### config.mk
export PLATFORM = sky130hd
export DESIGN_NAME = qr_segment_bitstream_decoder_core
export DESIGN_NICKNAME = d
export VERILOG_FILES = /design/src/hw/rtl/qrsbd_pkg.sv /design/src/hw/rtl/qr_segment_bitstream_decoder_core.sv
export SDC_FILE = /design/constraint.sdc
export NUM_CORES = 1
export LEC_CHECK = 0
export BUFFER_PORTS_ARGS = -buffer_cell sky130_fd_sc_hd__buf_2
export CORE_AREA = 2 2 155 157
export CTS_BUF_LIST = sky130_fd_sc_hd__clkbuf_8
export CTS_CLUSTER_SIZE = 24
export DETAILED_ROUTE_END_ITERATION = 8
export DIE_AREA = 0 0 157 159
export HOLD_SLACK_MARGIN = 0.03
export PLACE_DENSITY = 0.82
export RECOVER_POWER = 50
export SLEW_MARGIN = 20
export SYNTH_ARGS = -nofsm -noshare
export SYNTH_HDL_FRONTEND = slang
export SYNTH_SLANG_ARGS = --single-unit
### constraint.sdc
create_clock -name clock -period 20.2 [get_ports clock]
set_input_delay 1.01 -clock clock [delete_from_list [all_inputs] [get_ports clock]]
set_output_delay 1.01 -clock clock [all_outputs]
set_load 0.03 [all_outputs]
### src/hw/rtl/qrsbd_pkg.sv
// Package for the QR segment bitstream decoder.
// Holds the request and response types, the mode and status codes and the lookup functions.
// Depends on nothing.
package qrsbd_pkg;

   typedef struct packed {
      logic [7:0] code_byte;
      logic       final_byte;
   } req_type;

   typedef struct packed {
      logic [7:0] text_byte;
      logic       is_status;
      logic [1:0] status_code;
      logic       end_of_output;
   } rsp_type;

   localparam logic [1:0] MODE_NUMERIC = 2'd1;
   localparam logic [1:0] MODE_ALNUM   = 2'd2;
   localparam logic [1:0] MODE_BYTE    = 2'd3;

   localparam logic [1:0] STATUS_OK          = 2'd0;
   localparam logic [1:0] STATUS_BAD_VALUE   = 2'd1;
   localparam logic [1:0] STATUS_UNSUPPORTED = 2'd2;
   localparam logic [1:0] STATUS_TRUNCATED   = 2'd3;

   localparam logic [3:0] HDR_TERMINATOR = 4'd0;
   localparam logic [3:0] HDR_NUMERIC    = 4'd1;
   localparam logic [3:0] HDR_ALNUM      = 4'd2;
   localparam logic [3:0] HDR_BYTE       = 4'd4;

   function automatic logic [4:0] count_width(input logic [5:0] version,
                                              input logic [1:0] mode);
      logic [1:0] tier;
      logic [4:0] w;
      tier = (version <= 6'd9) ? 2'd0 : ((version <= 6'd26) ? 2'd1 : 2'd2);
      case (mode)
         MODE_NUMERIC: w = 5'd10 + {2'b00, tier, 1'b0};
         MODE_ALNUM:   w = 5'd9 + {2'b00, tier, 1'b0};
         default:      w = (tier == 2'd0) ? 5'd8 : 5'd16;
      endcase
      return w;
   endfunction

   function automatic logic [7:0] alnum_char(input logic [5:0] idx);
      logic [7:0] c;
      if (idx <= 6'd9) begin
         c = 8'h30 + {2'b00, idx};
      end else if (idx <= 6'd35) begin
         c = 8'h37 + {2'b00, idx};
      end else begin
         case (idx)
            6'd36:   c = 8'h20;
            6'd37:   c = 8'h24;
            6'd38:   c = 8'h25;
            6'd39:   c = 8'h2a;
            6'd40:   c = 8'h2b;
            6'd41:   c = 8'h2d;
            6'd42:   c = 8'h2e;
            6'd43:   c = 8'h2f;
            6'd44:   c = 8'h3a;
            default: c = 8'h00;
         endcase
      end
      return c;
   endfunction

endpackage

### src/hw/rtl/qr_segment_bitstream_decoder_core.sv
// QR segment bitstream decoder, top level.
// A request is accepted in idle and then runs parse steps; each data group passes the group
// check and conversion states before its characters are emitted as results; a rejected numeric
// or single alphanumeric group skips the conversion. The group conversion reuses one small
// constant multiplier. No request is taken until the previous one has finished; a stalled
// result holds the sequencer, but once six results of a request are out the rest are dropped.
// Synchronous active-high reset clears all parse state and sets the version to 1.
module qr_segment_bitstream_decoder_core (
   input  logic                 clock,
   input  logic                 reset,
   input  logic                 req_valid,
   output logic                 req_stall,
   input  qrsbd_pkg::req_type   req_data,
   output logic                 rsp_valid,
   input  logic                 rsp_stall,
   output qrsbd_pkg::rsp_type   rsp_data,
   input  logic                 csr_write_enable,
   input  logic [5:0]           csr_write_data
);

   typedef enum logic [2:0] {
      ST_IDLE, ST_PARSE, ST_GROUP, ST_CONVERT, ST_EMIT, ST_FINISH
   } state_type;

   typedef enum logic [1:0] {
      PH_HEADER, PH_COUNT, PH_DATA, PH_STOPPED
   } phase_type;

   state_type          state_ff;
   phase_type          phase_ff;
   logic [5:0]         version_ff;
   logic [23:0]        acc_ff;
   logic [4:0]         held_ff;
   logic [1:0]         mode_ff;
   logic [15:0]        chars_ff;
   logic [1:0]         pending_ff;
   logic               last_ff;
   logic [2:0]         out_cnt_ff;
   logic [10:0]        grp_ff;
   logic [4:0]         grp_w_ff;
   logic [5:0]         hi_ff;
   logic [6:0]         lo_ff;
   logic [7:0]         buf_ff [3];
   logic [1:0]         buf_n_ff;
   logic [1:0]         buf_idx_ff;
   logic               rsp_valid_ff;
   qrsbd_pkg::rsp_type rsp_ff;

   logic [4:0]  need_w;
   logic [4:0]  rest;
   logic [23:0] shifted;
   logic [15:0] take_v;
   logic [23:0] acc_in;
   logic [10:0] mul_x;
   logic [10:0] mul_k;
   logic [21:0] product;
   logic        slot_free;
   logic        can_emit;
   logic        rsp_load;
   logic [3:0]  t_digit;
   logic [6:0]  u_digit;
   logic        grp_bad;
   logic        pair_bad;

   assign req_stall = (state_ff != ST_IDLE);
   assign rsp_valid = rsp_valid_ff;
   assign rsp_data  = rsp_ff;
   assign slot_free = !rsp_valid_ff || !rsp_stall;
   assign can_emit  = slot_free || (out_cnt_ff >= 3'd6);
   assign rsp_load  = can_emit && (out_cnt_ff < 3'd6) &&
                      ((state_ff == ST_EMIT) || (state_ff == ST_FINISH && last_ff));

   always_comb begin
      case (phase_ff)
         PH_HEADER: need_w = 5'd4;
         PH_COUNT:  need_w = qrsbd_pkg::count_width(version_ff, mode_ff);
         PH_DATA: begin
            if (mode_ff == qrsbd_pkg::MODE_NUMERIC) begin
               need_w = (chars_ff >= 16'd3) ? 5'd10 : ((chars_ff == 16'd2) ? 5'd7 : 5'd4);
            end else if (mode_ff == qrsbd_pkg::MODE_ALNUM) begin
               need_w = (chars_ff >= 16'd2) ? 5'd11 : 5'd6;
            end else begin
               need_w = 5'd8;
            end
         end
         default:   need_w = 5'd4;
      endcase
      rest    = held_ff - need_w;
      shifted = acc_ff >> rest;
      take_v  = shifted[15:0] & ((16'd1 << need_w) - 16'd1);
      acc_in  = acc_ff & ((24'd1 << rest) - 24'd1);
   end

   always_comb begin
      if (state_ff == ST_GROUP) begin
         mul_x = grp_ff;
         mul_k = (mode_ff == qrsbd_pkg::MODE_ALNUM) ? 11'd1457 : 11'd41;
      end else begin
         mul_x = {4'd0, lo_ff};
         mul_k = 11'd103;
      end
      product = {11'd0, mul_x} * {11'd0, mul_k};
      t_digit = product[13:10];
      u_digit = lo_ff - {t_digit, 3'd0} - {2'd0, t_digit, 1'b0};
      grp_bad = 1'b0;
      if (mode_ff == qrsbd_pkg::MODE_NUMERIC) begin
         grp_bad = (grp_w_ff == 5'd10 && grp_ff >= 11'd1000) ||
                   (grp_w_ff == 5'd7 && grp_ff >= 11'd100) ||
                   (grp_w_ff == 5'd4 && grp_ff >= 11'd10);
      end else if (mode_ff == qrsbd_pkg::MODE_ALNUM) begin
         grp_bad = (grp_w_ff == 5'd6) && (grp_ff >= 11'd45);
      end
      pair_bad = (mode_ff == qrsbd_pkg::MODE_ALNUM) && (grp_w_ff == 5'd11) &&
                 (hi_ff >= 6'd45);
   end

   always_ff @(posedge clock) begin
      if (reset) begin
         state_ff     <= ST_IDLE;
         phase_ff     <= PH_HEADER;
         version_ff   <= 6'd1;
         acc_ff       <= 24'd0;
         held_ff      <= 5'd0;
         mode_ff      <= 2'd0;
         chars_ff     <= 16'd0;
         pending_ff   <= qrsbd_pkg::STATUS_OK;
         rsp_valid_ff <= 1'b0;
         out_cnt_ff   <= 3'd0;
      end else begin
         if (csr_write_enable) begin
            version_ff <= csr_write_data;
         end
         if (rsp_load) begin
            rsp_valid_ff <= 1'b1;
         end else if (rsp_valid_ff && !rsp_stall) begin
            rsp_valid_ff <= 1'b0;
         end
         case (state_ff)
            ST_IDLE: begin
               if (req_valid) begin
                  last_ff    <= req_data.final_byte;
                  out_cnt_ff <= 3'd0;
                  if (phase_ff != PH_STOPPED) begin
                     acc_ff  <= {acc_ff[15:0], req_data.code_byte};
                     held_ff <= held_ff + 5'd8;
                  end
                  state_ff <= ST_PARSE;
               end
            end
            ST_PARSE: begin
               if (phase_ff == PH_STOPPED || held_ff < need_w) begin
                  state_ff <= ST_FINISH;
               end else begin
                  acc_ff  <= acc_in;
                  held_ff <= rest;
                  case (phase_ff)
                     PH_HEADER: begin
                        case (take_v[3:0])
                           qrsbd_pkg::HDR_TERMINATOR: phase_ff <= PH_STOPPED;
                           qrsbd_pkg::HDR_NUMERIC: begin
                              mode_ff  <= qrsbd_pkg::MODE_NUMERIC;
                              phase_ff <= PH_COUNT;
                           end
                           qrsbd_pkg::HDR_ALNUM: begin
                              mode_ff  <= qrsbd_pkg::MODE_ALNUM;
                              phase_ff <= PH_COUNT;
                           end
                           qrsbd_pkg::HDR_BYTE: begin
                              mode_ff  <= qrsbd_pkg::MODE_BYTE;
                              phase_ff <= PH_COUNT;
                           end
                           default: begin
                              pending_ff <= qrsbd_pkg::STATUS_UNSUPPORTED;
                              phase_ff   <= PH_STOPPED;
                           end
                        endcase
                     end
                     PH_COUNT: begin
                        chars_ff <= take_v;
                        phase_ff <= (take_v != 16'd0) ? PH_DATA : PH_HEADER;
                     end
                     default: begin
                        grp_ff   <= take_v[10:0];
                        grp_w_ff <= need_w;
                        state_ff <= ST_GROUP;
                     end
                  endcase
               end
            end
            ST_GROUP: begin
               if (grp_bad) begin
                  pending_ff <= qrsbd_pkg::STATUS_BAD_VALUE;
                  phase_ff   <= PH_STOPPED;
                  state_ff   <= ST_PARSE;
               end else begin
                  state_ff   <= ST_CONVERT;
               end
               if (mode_ff == qrsbd_pkg::MODE_NUMERIC) begin
                  if (grp_w_ff == 5'd10) begin
                     hi_ff <= {2'd0, product[15:12]};
                     lo_ff <= 7'(grp_ff - 11'(product[15:12]) * 11'd100);
                  end else begin
                     hi_ff <= 6'd0;
                     lo_ff <= grp_ff[6:0];
                  end
               end else if (mode_ff == qrsbd_pkg::MODE_ALNUM) begin
                  if (grp_w_ff == 5'd11) begin
                     hi_ff <= product[21:16];
                     lo_ff <= 7'(grp_ff - 11'(product[21:16]) * 11'd45);
                  end else begin
                     hi_ff <= grp_ff[5:0];
                     lo_ff <= 7'd0;
                  end
               end
            end
            ST_CONVERT: begin
               buf_idx_ff <= 2'd0;
               state_ff   <= pair_bad ? ST_PARSE : ST_EMIT;
               if (mode_ff == qrsbd_pkg::MODE_NUMERIC) begin
                  if (grp_w_ff == 5'd10) begin
                     buf_ff[0] <= 8'h30 + {2'd0, hi_ff};
                     buf_ff[1] <= 8'h30 + {4'd0, t_digit};
                     buf_ff[2] <= 8'h30 + {1'b0, u_digit};
                     buf_n_ff  <= 2'd3;
                     chars_ff  <= chars_ff - 16'd3;
                     if (chars_ff == 16'd3) phase_ff <= PH_HEADER;
                  end else if (grp_w_ff == 5'd7) begin
                     buf_ff[0] <= 8'h30 + {4'd0, t_digit};
                     buf_ff[1] <= 8'h30 + {1'b0, u_digit};
                     buf_n_ff  <= 2'd2;
                     chars_ff  <= chars_ff - 16'd2;
                     if (chars_ff == 16'd2) phase_ff <= PH_HEADER;
                  end else begin
                     buf_ff[0] <= 8'h30 + {1'b0, lo_ff};
                     buf_n_ff  <= 2'd1;
                     chars_ff  <= chars_ff - 16'd1;
                     if (chars_ff == 16'd1) phase_ff <= PH_HEADER;
                  end
               end else if (mode_ff == qrsbd_pkg::MODE_ALNUM) begin
                  buf_ff[0] <= qrsbd_pkg::alnum_char(hi_ff);
                  if (grp_w_ff == 5'd11) begin
                     buf_ff[1] <= qrsbd_pkg::alnum_char(lo_ff[5:0]);
                     buf_n_ff  <= 2'd2;
                     if (pair_bad) begin
                        pending_ff <= qrsbd_pkg::STATUS_BAD_VALUE;
                        phase_ff   <= PH_STOPPED;
                     end else begin
                        chars_ff <= chars_ff - 16'd2;
                        if (chars_ff == 16'd2) phase_ff <= PH_HEADER;
                     end
                  end else begin
                     buf_n_ff <= 2'd1;
                     chars_ff <= chars_ff - 16'd1;
                     if (chars_ff == 16'd1) phase_ff <= PH_HEADER;
                  end
               end else begin
                  if (!grp_ff[7]) begin
                     buf_ff[0] <= grp_ff[7:0];
                     buf_n_ff  <= 2'd1;
                  end else begin
                     buf_ff[0] <= 8'hc0 | {6'd0, grp_ff[7:6]};
                     buf_ff[1] <= 8'h80 | {2'd0, grp_ff[5:0]};
                     buf_n_ff  <= 2'd2;
                  end
                  chars_ff <= chars_ff - 16'd1;
                  if (chars_ff == 16'd1) phase_ff <= PH_HEADER;
               end
            end
            ST_EMIT: begin
               if (can_emit) begin
                  if (out_cnt_ff < 3'd6) begin
                     rsp_ff.text_byte      <= buf_ff[buf_idx_ff];
                     rsp_ff.is_status      <= 1'b0;
                     rsp_ff.status_code    <= qrsbd_pkg::STATUS_OK;
                     rsp_ff.end_of_output  <= 1'b0;
                     out_cnt_ff            <= out_cnt_ff + 3'd1;
                  end
                  buf_idx_ff <= buf_idx_ff + 2'd1;
                  if (buf_idx_ff == buf_n_ff - 2'd1) begin
                     state_ff <= ST_PARSE;
                  end
               end
            end
            ST_FINISH: begin
               if (!last_ff) begin
                  state_ff <= ST_IDLE;
               end else if (can_emit) begin
                  if (out_cnt_ff < 3'd6) begin
                     rsp_ff.text_byte     <= 8'd0;
                     rsp_ff.is_status     <= 1'b1;
                     rsp_ff.end_of_output <= 1'b1;
                     if (phase_ff == PH_STOPPED) begin
                        rsp_ff.status_code <= pending_ff;
                     end else if (phase_ff == PH_HEADER) begin
                        rsp_ff.status_code <= qrsbd_pkg::STATUS_OK;
                     end else begin
                        rsp_ff.status_code <= qrsbd_pkg::STATUS_TRUNCATED;
                     end
                  end
                  acc_ff     <= 24'd0;
                  held_ff    <= 5'd0;
                  phase_ff   <= PH_HEADER;
                  mode_ff    <= 2'd0;
                  chars_ff   <= 16'd0;
                  pending_ff <= qrsbd_pkg::STATUS_OK;
                  state_ff   <= ST_IDLE;
               end
            end
            default: state_ff <= ST_IDLE;
         endcase
      end
   end

   assert property (@(posedge clock) disable iff (reset)
      rsp_valid && rsp_data.is_status |-> rsp_data.end_of_output)
      else $error("Status response without end of output.");

   assert property (@(posedge clock) disable iff (reset)
      held_ff <= 5'd23)
      else $error("Bit accumulator overfilled.");

   assert property (@(posedge clock) disable iff (reset)
      rsp_valid && rsp_stall |=> rsp_valid && $stable(rsp_data))
      else $error("Stalled response changed.");

   assert property (@(posedge clock) disable iff (reset)
      state_ff == ST_EMIT |-> buf_idx_ff < buf_n_ff)
      else $error("Emit index past buffered characters.");

endmodule

# Yosys cells after proc, flatten, opt, wreduce, memory -nomap -nowiden
# Memory sizes are Yosys's and may differ from the RTL's. A register that Yosys moved wholly into a read port is not among the register bits.
# Index checks and enable logic that the tools add are counted.
[totals] reg_bits=110 mem_bits_rw=24 rom_bits=0 latch_bits=0 memories=1
[mem_list] memory="buf_ff" words=3 width=8 read_ports=1 rd_clocked_by_memory_dff=1 wr=3 line_no="qr_segment_bitstream_decoder_core.sv:43" source="logic [7:0] buf_ff [3];"
[classes] bitwise=13 n_div=0 reduce_logical=49 n_eq_ne=64 n_lt_le_gt_ge=16 multipliers=3 add_sub_neg=23 n_shift=3 mux=172
[op_table] op="16-bit 2-to-1 mux" n=10
[op_table] op="8-bit 2-to-1 mux" n=17
[op_table] op="24-bit 2-to-1 mux" n=5
[op_table] op="6-bit == test (second input constant)" n=18
[op_table] op="6-bit case mux with 9 select lines" n=2
[op_table] op="2-bit 2-to-1 mux" n=39
[op_table] op="24-bit case mux with 3 select lines" n=1
[op_table] op="12-bit 2-to-1 mux" n=5
[op_table] op="7-bit 2-to-1 mux" n=8
[op_table] op="16-bit case mux with 3 select lines" n=1
[op_table] op="1-bit 2-to-1 mux" n=44
[op_table] op="11-bit 2-to-1 mux" n=3
[op_table] op="3-bit 2-to-1 mux" n=11
[op_table] op="16-bit by 2-bit == test with 1-bit output (second input constant)" n=2
[op_table] op="16-bit by 2-bit >= comparator with 1-bit output (second input constant)" n=2
[op_table] op="16-bit by 1-bit subtractor with 16-bit output (second input constant)" n=2
[op_table] op="16-bit by 2-bit subtractor with 16-bit output (second input constant)" n=2
[op_table] op="5-bit 2-to-1 mux" n=6
[op_table] op="6-bit by 6-bit adder with 7-bit output (first input constant)" n=4
[op_table] op="2-bit != test (second input constant)" n=14
[op_table] op="24-bit bitwise AND" n=1
[op_table] op="12-bit case mux with 2 select lines" n=1
[op_table] op="1-bit by 5-bit left shift with 24-bit output (first input constant)" n=1
[op_table] op="24-bit by 5-bit >> shifter with 16-bit output" n=1
[op_table] op="other kinds (75)" n=143

# Logic depth before layout (Yosys ltp)
# Gate-level depths: netlist of run 1.
[logic_depth] depth_word=16 mapped_depth=40 mapped_depth_nobuf=37

# Worst setup path after synthesis of run 1
# Ideal clock, no wire load.
[synth_timing] kind="flip-flop to flip-flop" from="register mode_ff[0]" to="register lo_ff[6] (data pin)" synth_period_minus_slack_ns=8.936 stages_incl_launch_ff=38 arrival_time_ns=8.679 slack_ns=11.264 setup_ns=0.256 required_time_ns=19.944 cell_sequence="dfxtp_1 > inv_1 > ha_1 > clkbuf_1 > clkbuf_1 > and3_1 > clkbuf_1 > and2_1 > inv_1 > fa_1 > inv_1 > fa_1 > inv_1 > fa_1 > inv_1 > fa_1 > fa_1 > ha_1 > [2 not listed] > a31o_2 > a41oi_1 > a21boi_0 > o21a_1 > nor2_1 > xnor2_1 > ha_1 > ha_1 > inv_1 > fa_1 > inv_1 > fa_1 > inv_1 > ha_1 > a21oi_1 > xnor2_1 > xnor2_1 > a22o_1"
[synth_between] elab_chain_len=9 elab_cells_between_ends=13 cone_classes="2 x add/sub; 3 x mul; 2 x eq/ne; 6 x mux"
[synth_lines] element="from (decl)" line_no="qr_segment_bitstream_decoder_core.sv:34" source="logic [1:0] mode_ff;"
[synth_lines] element="from (signal assigned)" line_no="qr_segment_bitstream_decoder_core.sv:161" source="mode_ff <= qrsbd_pkg::MODE_NUMERIC;"
[synth_lines] element="from (signal assigned)" line_no="qr_segment_bitstream_decoder_core.sv:165" source="mode_ff <= qrsbd_pkg::MODE_ALNUM;"
[synth_lines] element="from (signal assigned)" line_no="qr_segment_bitstream_decoder_core.sv:169" source="mode_ff <= qrsbd_pkg::MODE_BYTE;"
[synth_lines] element="2-bit == test" line_no="qr_segment_bitstream_decoder_core.sv:97" source="mul_k = (mode_ff == qrsbd_pkg::MODE_ALNUM) ? 11'd1457 : 11'd41;"
[synth_lines] element="11-bit 2-to-1 mux" line_no="qr_segment_bitstream_decoder_core.sv:97"
[synth_lines] element="11-bit 2-to-1 mux" line_no="qr_segment_bitstream_decoder_core.sv:95" source="if (state_ff == ST_GROUP) begin"
[synth_lines] element="11-bit by 11-bit multiplier with 22-bit output" line_no="qr_segment_bitstream_decoder_core.sv:102" source="product = {11'd0, mul_x} * {11'd0, mul_k};"
[synth_lines] element="6-bit by 6-bit multiplier with 7-bit output" line_no="qr_segment_bitstream_decoder_core.sv:209" source="lo_ff <= 7'(grp_ff - 11'(product[21:16]) * 11'd45);"
[synth_lines] element="7-bit subtractor" line_no="qr_segment_bitstream_decoder_core.sv:209"
[synth_lines] element="7-bit 2-to-1 mux" line_no="qr_segment_bitstream_decoder_core.sv:207" source="if (grp_w_ff == 5'd11) begin"
[synth_lines] element="7-bit 2-to-1 mux" line_no="qr_segment_bitstream_decoder_core.sv:206" source="end else if (mode_ff == qrsbd_pkg::MODE_ALNUM) begin"
[synth_lines] element="7-bit 2-to-1 mux *" line_no="qr_segment_bitstream_decoder_core.sv:198" source="if (mode_ff == qrsbd_pkg::MODE_NUMERIC) begin"
[synth_lines] element="to (signal assigned)" line_no="qr_segment_bitstream_decoder_core.sv:201" source="lo_ff <= 7'(grp_ff - 11'(product[15:12]) * 11'd100);"
[synth_lines] element="to (signal assigned)" line_no="qr_segment_bitstream_decoder_core.sv:204" source="lo_ff <= grp_ff[6:0];"
[synth_lines] element="to (signal assigned)" line_no="qr_segment_bitstream_decoder_core.sv:209"
[synth_lines] element="to (decl)" line_no="qr_segment_bitstream_decoder_core.sv:42" source="logic [6:0] lo_ff;"
# Mark *: on every way between the ends. The rest lies on a longest branch, timed or not. The select of a mux whose other input is x is not followed.
# A chain may end at the register's enable or synchronous reset.

# Final worst setup path of run 1
[layout_timing] from="register state_ff[1]" to="register lo_ff[6] (data pin)"
[layout_between] elab_chain_len=8 elab_cells_between_ends=12 cone_classes="2 x add/sub; 3 x mul; 1 x eq/ne; 6 x mux"
[layout_lines] element="from (decl)" line_no="qr_segment_bitstream_decoder_core.sv:29" source="state_type state_ff;"
[layout_lines] element="from (signal assigned)" line_no="qr_segment_bitstream_decoder_core.sv:218" source="state_ff <= pair_bad ? ST_PARSE : ST_EMIT;"
[layout_lines] element="3-bit by 2-bit == test with 1-bit output *" line_no="qr_segment_bitstream_decoder_core.sv:95"
[layout_lines] element="11-bit 2-to-1 mux" line_no="qr_segment_bitstream_decoder_core.sv:95"
[layout_lines] element="11-bit by 11-bit multiplier with 22-bit output *" line_no="qr_segment_bitstream_decoder_core.sv:102"
[layout_lines] element="6-bit by 6-bit multiplier with 7-bit output" line_no="qr_segment_bitstream_decoder_core.sv:209"
[layout_lines] element="7-bit subtractor" line_no="qr_segment_bitstream_decoder_core.sv:209"
[layout_lines] element="7-bit 2-to-1 mux" line_no="qr_segment_bitstream_decoder_core.sv:207"
[layout_lines] element="7-bit 2-to-1 mux" line_no="qr_segment_bitstream_decoder_core.sv:206"
[layout_lines] element="7-bit 2-to-1 mux *" line_no="qr_segment_bitstream_decoder_core.sv:198"
# Marks and branches as above.

==> qor.txt, run 1 <==
CTS Root Cell: clkbuf_8
Ratio of cells with drive above 1 in the final layout: 7.064%
Via density: 6.433
Count of different cell masters after synthesis: 99
TritonCTS Buffers: 17
Required @ worst endpoint: 20440 ps
DR pass1 iterations: 6
FILL cells: 1969
Hold path endpoint: held_ff[0]$_SDFFE_PP0P_
Hold crit path type: flip-flop to flip-flop
Endpoints failing hold: 0
Vias: 13710
I/O pins: 34
I/O Buffers: 33
Max Root-Sink Buffers: 2
Area Growth Syn to Fin: 5.010%
DP Area: 15330 um^2
Kind of cell adding the most delay to the critical path: adder cells
Ant. Diodes: 0
Largest net degree at the start of global routing: 52
Synth area leader: edfxtp_1
Mean area per synthesized cell: 8.219 um^2
Most used cell, CP: fa_1
Max-Cap Viols: 3
Initial antenna violation count: 0
Reg-to-reg startpoint: state_ff[1]$_SDFFE_PP0P_
Final WL: 41.51 mm
Post-DP HPWL: 31.32 mm
WS Path Type: flip-flop to flip-flop
Iter 0 DRT Violations: 1544
Post_cts resized: 0
Die W: 157 um
HP Start: held_ff[0]$_SDFFE_PP0P_
Critical path fanouts, max: 14
Nets: 2029
Max-slew headroom: -66.51%
Gpl congestion: 0.9905
Slowest stage cell on the critical path: nor2b_1
Clk slew on worst S/H paths: 100 ps
Crit path DAT: 10230 ps
Endpoints failing setup: 0
CP bufs+invs: 6
CTS tree: built
Post-synth EDFFs: 69
GRT Total Usage: 33.65%
RSZ-0062 raised after global routing: false
Asr flop ratio synth: 0%
Worst setup SP type: flip-flop
Sequential share of the synthesized area: 22.65%
Worst clock skew: 28.46 ps
Tmin final: 9997 ps
Share of the synthesized area in the top cell type: 13.83%
Core area: 23190 um^2
Worst Setup End Kind: flip-flop
Crit path launch: state_ff[1]$_SDFFE_PP0P_
Synth warnings: 0
Most common cell in the netlist: inv_1
R2R Path End: lo_ff[6]$_DFFE_PP_
Overflow after GRT: 0
Post-Syn Instances: 1823
Area of the multi-input gates: 10440 um^2
Clk_lat worst skew: 490 ps
Main flop type after synthesis: edfxtp_1
Storage element area: 3393 um^2
Total Die Area: 24960 um^2
Worst Hold Depth: 2
Fmax: 100.0 MHz
Commonest cells post-synth: 195 x inv_1, 183 x nor2_1, 170 x nand2_1
DR DRC count: 0
TritonCTS sink count: 135
H-tree levels: 4
Finished Layout Cells: 2131
First-pass GRT wire length: 66.92 mm
Worst path max stage delay: 730 ps
Period utilization: 49.49%
Starting density of the core: 64.60%
Fin. max-slew vios: 116
Flop-to-flop setup slack: 10200 ps
Failing checks: max-capacitance violations, max-slew violations
Drt wl/cell: 19.48 um
Actual slew at the worst max-slew pin: 2498 ps
Hold buffers post-CTS: 0
Number of synthesized register bits: 135
Antenna-violating nets left: 0
Vias in the first global route: 13120
Post-CTS setup buffers: 0
Placed insts: 2099
R2R cell count: 33
Mapped Area: 14980 um^2
Core Rows: 56
Die Ht: 159 um
Top area cells in the synthesized netlist: edfxtp_1 14%, ha_1 11%, fa_1 9.9%
Setup_tns: 0 ps
Outcome: finished, violations left
Final Instance Area: 15730 um^2
-- tightest hold or removal path: cells and delay by family, from the launching register on --
| kind | cells | cell delay, ps |
|---|---|---|
| DFF | 1 | 320 |
| AOI/OAI and AO/OA | 1 | 50 |
| and+or+nand+nor | 1 | 50 |
-- logic make-up (layout without fill, tap and decap cells) --
| logic type | count (synthesis) | count (layout) | share of synthesized area (%) |
|---|---|---|---|
| muxes | 65 | 65 | 5.428 |
| and+or+nand+nor | 539 | 539 | 16.81 |
| adders and majority gates | 211 | 211 | 21.32 |
| buffers and inverters | 307 | 285 | 8.000 |
| DFF | 135 | 135 | 22.65 |
| xor gates and xnor gates | 71 | 71 | 4.200 |
| other | 2 | 13 | 0.05012 |
| AOI/OAI and AO/OA | 493 | 493 | 21.54 |
-- layer usage --
| metal | track usage [%] | part of all wire, % | vias to the layer above |
|---|---|---|---|
| li1 | - | - | 6370 |
| met1 | 44.37 | 40 | 6518 |
| met2 | 55.92 | 48 | 711 |
| met3 | 5.117 | 7.9 | 109 |
| met4 | 12.51 | 3.5 | 0 |
| met5 | 0 | 0 | - |
-- cell type report --
class                      instances  share of cell area [%]
tap                              319                   2.537
sequential                       135                   21.57
timing repair buffer              53                   1.813
clock inverter                    15                   1.479
multi-input combinational       1392                   66.33
inverter                         200                   4.787
clock buffer                      17                   1.487
-- flip-flops by register name (all words and copies together) (netlist names), 3 cells and up, named ones only --
signal	flops
out_cnt_ff	3
grp_w_ff	5
held_ff	5
grp_ff	11
chars_ff	16
acc_ff	24
version_ff	6
buf_ff	24
lo_ff	7
hi_ff	6
state_ff	3
rsp_data	11
-- cell usage in the layout (no fill, tap or decap), drive strengths merged, types with 13 or more instances in the layout --
master and n:
inv 207, ha 136, a21o 20, xnor2 52, clkbuf 35, a31oi 17
a211oi 28, dfxtp 66, buf 35, a21oi 150, nand3 28, nor3 40
a22oi 26, nor2 184, conb 13, o22ai 20, nor4 15, o21ai 116
edfxtp 69, nand2 171, fa 74, xor2 19, mux2i 43, nand2b 18
nor2b 14
-- worst max path at each step --
stage | end | depth (start not counted)
finish | lo_ff[6]$_DFFE_PP_ | 33
global route | lo_ff[6]$_DFFE_PP_ | 33
CTS | lo_ff[6]$_DFFE_PP_ | 33
detailed placement | lo_ff[6]$_DFFE_PP_ | 33
global placement | lo_ff[6]$_DFFE_PP_ | 33
floorplan | lo_ff[6]$_DFFE_PP_ | 37
-- per-stage QoR --
stage | hold WS [ps] | util (%) | setup slack (ps)
global placement | 440.6 | 66.10 | 10620
finish | 457.5 | 67.84 | 10200
CTS | 456.7 | 68.12 | 10390
detailed placement | 443.8 | 66.10 | 10400
floorplan | 431.9 | - | 11260
global route | 484.3 | 67.84 | 9767
Power of run 1 is not shown: default switching activity piles up to over one toggle a cycle in this logic, so the estimate is an artifact.
==> run 2: changes to the inputs <==
- ABC_AREA: default -> 1
- CORE_AREA: 2 2 155 157 -> 2 2 159 161
- DIE_AREA: 0 0 157 159 -> 0 0 161 163
- clock period: 20.2 -> 9.5 ns (I/O delays scaled with it)
==> run 2 against run 1 <==
Compared with the run above:
- setup slack lost 9700 ps
- wire length is 12% higher
- hold slack worse by 270 ps
- highest routed layer unchanged
- the run still ends with max-capacitance violations, max-slew violations left
- largest cell class unchanged
==> qor.txt, run 2 <==
Vias: 15280 (+11%)
Mean area per synthesized cell: 7.299 um^2 (-11%)
Area of the multi-input gates: 10570 um^2 (+1.3%)
Largest regs: acc_ff: 24 flops, buf_ff: 24 flops, chars_ff: 16 flops
Sequential share of the synthesized area: 21.52% (-1.1 points)
Max-Cap Viols: 2 (-1)
Die W: 161 um (+2.5%)
Vias in the first global route: 14830 (+13%)
CTS Root Cell: clkbuf_8
Actual slew at the worst max-slew pin: 2076 ps (-421.3 ps)
Nets: 2419 (+19%)
Max Root-Sink Buffers: 2 (unchanged)
Hold buffers post-CTS: 0 (unchanged)
H-tree levels: 4 (unchanged)
Critical path fanouts, max: 7 (-7)
Period utilization: 95.06% (+46 points)
WS Path Type: flip-flop to flip-flop
Storage element area: 3395 um^2 (about the same)
Final Instance Area: 16650 um^2 (+5.8%)
Initial antenna violation count: 0 (unchanged)
FILL cells: 2129 (+8.1%)
Endpoints failing setup: 0 (unchanged)
Failing checks: max-capacitance violations, max-slew violations
Core area: 24670 um^2 (+6.4%)
Endpoints failing hold: 0 (unchanged)
TritonCTS Buffers: 17 (unchanged)
Finished Layout Cells: 2532 (+19%)
Overflow after GRT: 0 (unchanged)
Most common cell in the netlist: nand2_1
Final WL: 46.34 mm (+12%)
Setup_tns: 0 ps (unchanged)
Die Ht: 163 um (+2.5%)
Commonest non-fill, non-tap cell in the layout: nand2_1
Worst setup SP type: flip-flop
Via density: 6.035 (-6.2%)
Crit path DAT: 9260 ps (-970 ps)
Asr flop ratio synth: 0% (unchanged)
Ant. Diodes: 0 (unchanged)
I/O pins: 34 (unchanged)
Fmax: 110.7 MHz (+11%)
Hold crit path type: input pin to flip-flop
Top area cells in the synthesized netlist: edfxtp_1 13%, ha_1 11%, nand2_1 9.6%
Number of synthesized register bits: 135 (unchanged)
Area Growth Syn to Fin: 5.588%
DR pass1 iterations: 7 (+1)
Count of different cell masters after synthesis: 71 (-28%)
Post-synth EDFFs: 69 (unchanged)
Synth warnings: 0 (unchanged)
Total Die Area: 26240 um^2 (+5.1%)
Largest net degree at the start of global routing: 38 (-27%)
TritonCTS sink count: 135 (unchanged)
Worst clock skew: 26.74 ps (-1.722 ps)
CTS tree: built
Worst path max stage delay: 540 ps (-190 ps)
DR DRC count: 0 (unchanged)
Fin. max-slew vios: 68 (-41%)
Tmin final: 9031 ps (-965.4 ps)
Commonest cells post-synth: 402 x nand2_1, 356 x inv_1, 179 x nor2_1
Post-Syn Instances: 2160 (+18%)
First-pass GRT wire length: 74.02 mm (+11%)
RSZ-0062 raised after global routing: false
Clk slew on worst S/H paths: 100 ps (about the same)
Antenna-violating nets left: 0 (unchanged)
Drt wl/cell: 18.30 um (-6.1%)
Clk_lat worst skew: 480 ps (about the same)
Synth area leader: edfxtp_1
Core Rows: 58 (+3.6%)
Gpl congestion: 0.9846 (-0.60%)
DP Area: 16240 um^2 (+5.9%)
Starting density of the core: 63.89% (-0.71 points)
Share of the synthesized area in the top cell type: 13.14% (-0.69 points)
Iter 0 DRT Violations: 1625 (+5.2%)
Slowest stage cell on the critical path: fa_1
Max-slew headroom: -38.42% (+28 points)
Worst Setup End Kind: flip-flop
Post-DP HPWL: 36.04 mm (+15%)
Main flop type after synthesis: edfxtp_1
Outcome: finished, violations left
GRT Total Usage: 35.44% (+1.8 points)
Required @ worst endpoint: 9730 ps (-10710 ps)
Most frequent cells in the layout: 404 x nand2_1, 359 x inv_1, 178 x nor2_1
I/O Buffers: 33 (unchanged)
Mapped Area: 15770 um^2 (+5.2%)
Placed insts: 2499 (+19%)
Ratio of cells with drive above 1 in the final layout: 8.901% (+1.8 points)
## run 2: logic make-up after synthesis
logic type,count (synthesis),synth area share (%)
AOI/OAI and AO/OA,470,17.55
and+or+nand+nor,806,24.05
other,2,0.04764
DFF,135,21.52
buffers and inverters,450,11.66
xor gates and xnor gates,79,4.476
muxes,8,0.5080
adders and majority gates,210,20.19
## run 2: worst max-delay path, delay by kind of cell (launching register included)
family                     cells  cell delay (ps)
xor gates and xnor gates       2              290
adders and majority gates     11             4860
DFF                            1              380
AOI/OAI and AO/OA              7             1440
buffers and inverters         10              760
and+or+nand+nor                9             1040
## run 2: final timing paths
path | end | start | cells past startpoint | slack, ps
max | lo_ff[6]$_DFFE_PP_ | state_ff[2]$_SDFFE_PP0P_ | 39 | 470
min | last_ff$_DFFE_PP_ | req_data[0] | 1 | 190
max reg2reg | lo_ff[6]$_DFFE_PP_ | state_ff[2]$_SDFFE_PP0P_ | 39 | 470
min reg2reg | version_ff[0]$_SDFFE_PP1P_ | version_ff[0]$_SDFFE_PP1P_ | 2 | 480
## run 2: through the flow
step | hold slack [ps] | utilization [%] | worst slack (ps)
4_1_cts | 170.1 | 67.62 | 35.13
3_5_place_dp | 458.2 | 65.83 | 130.8
5_1_grt | 172.5 | 67.46 | 32.83
2_1_floorplan | 428.9 | - | 729.5
6_report | 189.5 | 67.46 | 468.9
3_3_place_gp | 441.9 | 65.83 | 551.1
## run 2: area by class of cell
class / count / share of cell area [%]
clock inverters: 15 / 1.248
multi-input cells: 1586 / 63.51
flip-flops and latches: 135 / 20.39
clock buffers: 17 / 1.406
inverters: 385 / 8.779
repair buffers: 64 / 2.187
well taps: 330 / 2.480
## run 2: per-layer routing
| metal | GRT usage [%] | vias to the layer above | wire length, um | share of wire [%] |
|---|---|---|---|---|
| met1 | 43.67 | 7129 | 17850 | 39 |
| met3 | 4.915 | 177 | 3928 | 8.5 |
| met4 | 16.80 | 0 | 2133 | 4.6 |
| li1 | - | 7156 | - | - |
| met2 | 61.53 | 818 | 22430 | 48 |
| met5 | 0 | - | 0 | 0 |
## run 2: what timing repair did
action / in CTS / in global routing
resized for setup: 0 / 12
setup endpoints to repair: 0 / 2
buffers inserted: 0 / 1
Power of run 2 is left out for the same reason.
==> run 3: changes to the inputs <==
--- a/config.mk
+++ b/config.mk
@@ -15,3 +15,3 @@
 export HOLD_SLACK_MARGIN = 0.03
-export PLACE_DENSITY = 0.82
+export PLACE_DENSITY_LB_ADDON = 0.15
 export RECOVER_POWER = 50
--- a/constraint.sdc
+++ b/constraint.sdc
@@ -3,2 +3,2 @@
 set_output_delay 0.475 -clock clock [all_outputs]
-set_load 0.03 [all_outputs]
+set_load 0.1 [all_outputs]
==> run 3 against run 2 <==
Compared with the run above:
- the run still ends with max-capacitance violations, max-slew violations left
- clock-buffer cell count is the same
- sequential share of layout area is essentially flat
- die area is the same
- critical endpoint unchanged
==> qor.txt, run 3 (same netlist as run 2, synthesis figures left out) <==
Outcome: finished, violations left
Failing checks: max-capacitance violations, max-slew violations
Clk slew on worst S/H paths: 90 ps (about the same)
Worst setup SP type: flip-flop
Drt wl/cell: 18.11 um (-1.0%)
Period utilization: 95.04% (about the same)
Die Ht: 163 um (unchanged)
First-pass GRT wire length: 73.33 mm (-0.92%)
Area Growth Syn to Fin: 5.412%
Gpl congestion: 0.9715 (-1.3%)
Max Root-Sink Buffers: 2 (unchanged)
H-tree levels: 4 (unchanged)
Most used cell, CP: inv_1
Core area: 24670 um^2 (unchanged)
Nets: 2413 (-0.25%)
CTS tree: built
Worst path max stage delay: 550 ps (about the same)
DP Area: 16200 um^2 (-0.23%)
Largest regs: acc_ff: 24 flops, buf_ff: 24 flops, chars_ff: 16 flops
Actual slew at the worst max-slew pin: 2092 ps (+15.50 ps)
Die W: 161 um (unchanged)
DR pass1 iterations: 6 (-1)
Commonest non-fill, non-tap cell in the layout: nand2_1
GRT Total Usage: 35.15% (-0.29 points)
Overflow after GRT: 0 (unchanged)
Final Instance Area: 16620 um^2 (-0.17%)
Via density: 5.926 (-1.8%)
Max-Cap Viols: 3 (+1)
Worst Setup End Kind: flip-flop
Most frequent cells in the layout: 403 x nand2_1, 359 x inv_1, 179 x nor2_1
Post-CTS setup buffers: 0 (unchanged)
Slowest stage cell on the critical path: fa_1
Endpoints failing setup: 0 (unchanged)
TritonCTS sink count: 135 (unchanged)
Tmin final: 9029 ps (-2.431 ps)
Hold crit path type: input pin to flip-flop
Starting density of the core: 63.89% (unchanged)
I/O pins: 34 (unchanged)
WS Path Type: flip-flop to flip-flop
Post-DP HPWL: 35.47 mm (-1.6%)
Fmax: 110.8 MHz (about the same)
CTS Root Cell: clkbuf_8
Ant. Diodes: 0 (unchanged)
Max-slew headroom: -39.46% (-1.0 points)
Critical path fanouts, max: 8 (+1)
Required @ worst endpoint: 9720 ps (about the same)
Vias: 14970 (-2.0%)
Antenna-violating nets left: 0 (unchanged)
Total Die Area: 26240 um^2 (unchanged)
Clk_lat worst skew: 490 ps (about the same)
Endpoints failing hold: 0 (unchanged)
Ratio of cells with drive above 1 in the final layout: 8.470% (-0.43 points)
Core Rows: 58 (unchanged)
DR DRC count: 0 (unchanged)
Worst clock skew: 27.93 ps (+1.188 ps)
Initial antenna violation count: 0 (unchanged)
Vias in the first global route: 14420 (-2.8%)
Iter 0 DRT Violations: 1346 (-17%)
TritonCTS Buffers: 17 (unchanged)
I/O Buffers: 33 (unchanged)
Largest net degree at the start of global routing: 38 (unchanged)
Final WL: 45.75 mm (-1.3%)
Fin. max-slew vios: 107 (+57%)
Setup_tns: 0 ps (unchanged)
Crit path DAT: 9250 ps (about the same)
run 3: timing repair:
item / in CTS / in global routing
gates resized for setup: 0 / 12
hold buffers: 0 / 0
endpoints found under the setup margin: 0 / 1
run 3: cell type report:
| cell class | count | area, um^2 |
|---|---|---|
| multi-input combinational | 1586 | 10580 |
| fill | 2262 | 8055 |
| sequential | 135 | 3393 |
| inverter | 385 | 1461 |
| tap | 330 | 412.9 |
| timing repair buffer | 58 | 315.3 |
| clock buffer | 17 | 234.0 |
| clock inverter | 15 | 226.5 |
run 3: critical path, delay by kind of cell (launching register included):
family | cells | cell delay (ps)
AO/OA/AOI/OAI | 7 | 1350
XOR/XNOR | 2 | 280
adder cells (fa/ha/maj) | 11 | 4810
buffers and inverters | 12 | 920
flip-flops | 1 | 380
AND/OR/NAND/NOR | 9 | 1020
run 3: through the flow:
stage | utilization (%) | cells | worst slack, ps | hold slack (ps)
finish | 67.35 | 2526 | 471.3 | 187.6
CTS | 67.54 | 2526 | 262.3 | 180.6
floorplan | - | 2171 | 729.5 | 428.9
detailed placement | 65.67 | 2494 | 281.5 | 446.4
global route | 67.35 | 2526 | -7.623 | 190.0
global placement | 65.67 | 2494 | 537.3 | 444.8
run 3: path summary, 6_finish.rpt:
path	cells after the start	end	startpoint	slack, ps
worst max-delay path	41	lo_ff[6]$_DFFE_PP_	state_ff[2]$_SDFFE_PP0P_	470
worst max register to register	41	lo_ff[6]$_DFFE_PP_	state_ff[2]$_SDFFE_PP0P_	470
worst min register to register	1	out_cnt_ff[2]$_SDFFE_PP0P_	out_cnt_ff[2]$_SDFFE_PP0P_	470
worst min-delay path	1	last_ff$_DFFE_PP_	req_data[0]	190
run 3: routing by layer:
| metal | vias to the layer above | wire, um | global-route usage [%] |
|---|---|---|---|
| li1 | 7163 | - | - |
| met1 | 6995 | 18650 | 43.70 |
| met2 | 652 | 22070 | 61.51 |
| met3 | 159 | 2968 | 4.278 |
| met4 | 0 | 2053 | 15.58 |
| met5 | - | 0 | 0 |
Power of run 3 is left out for the same reason.
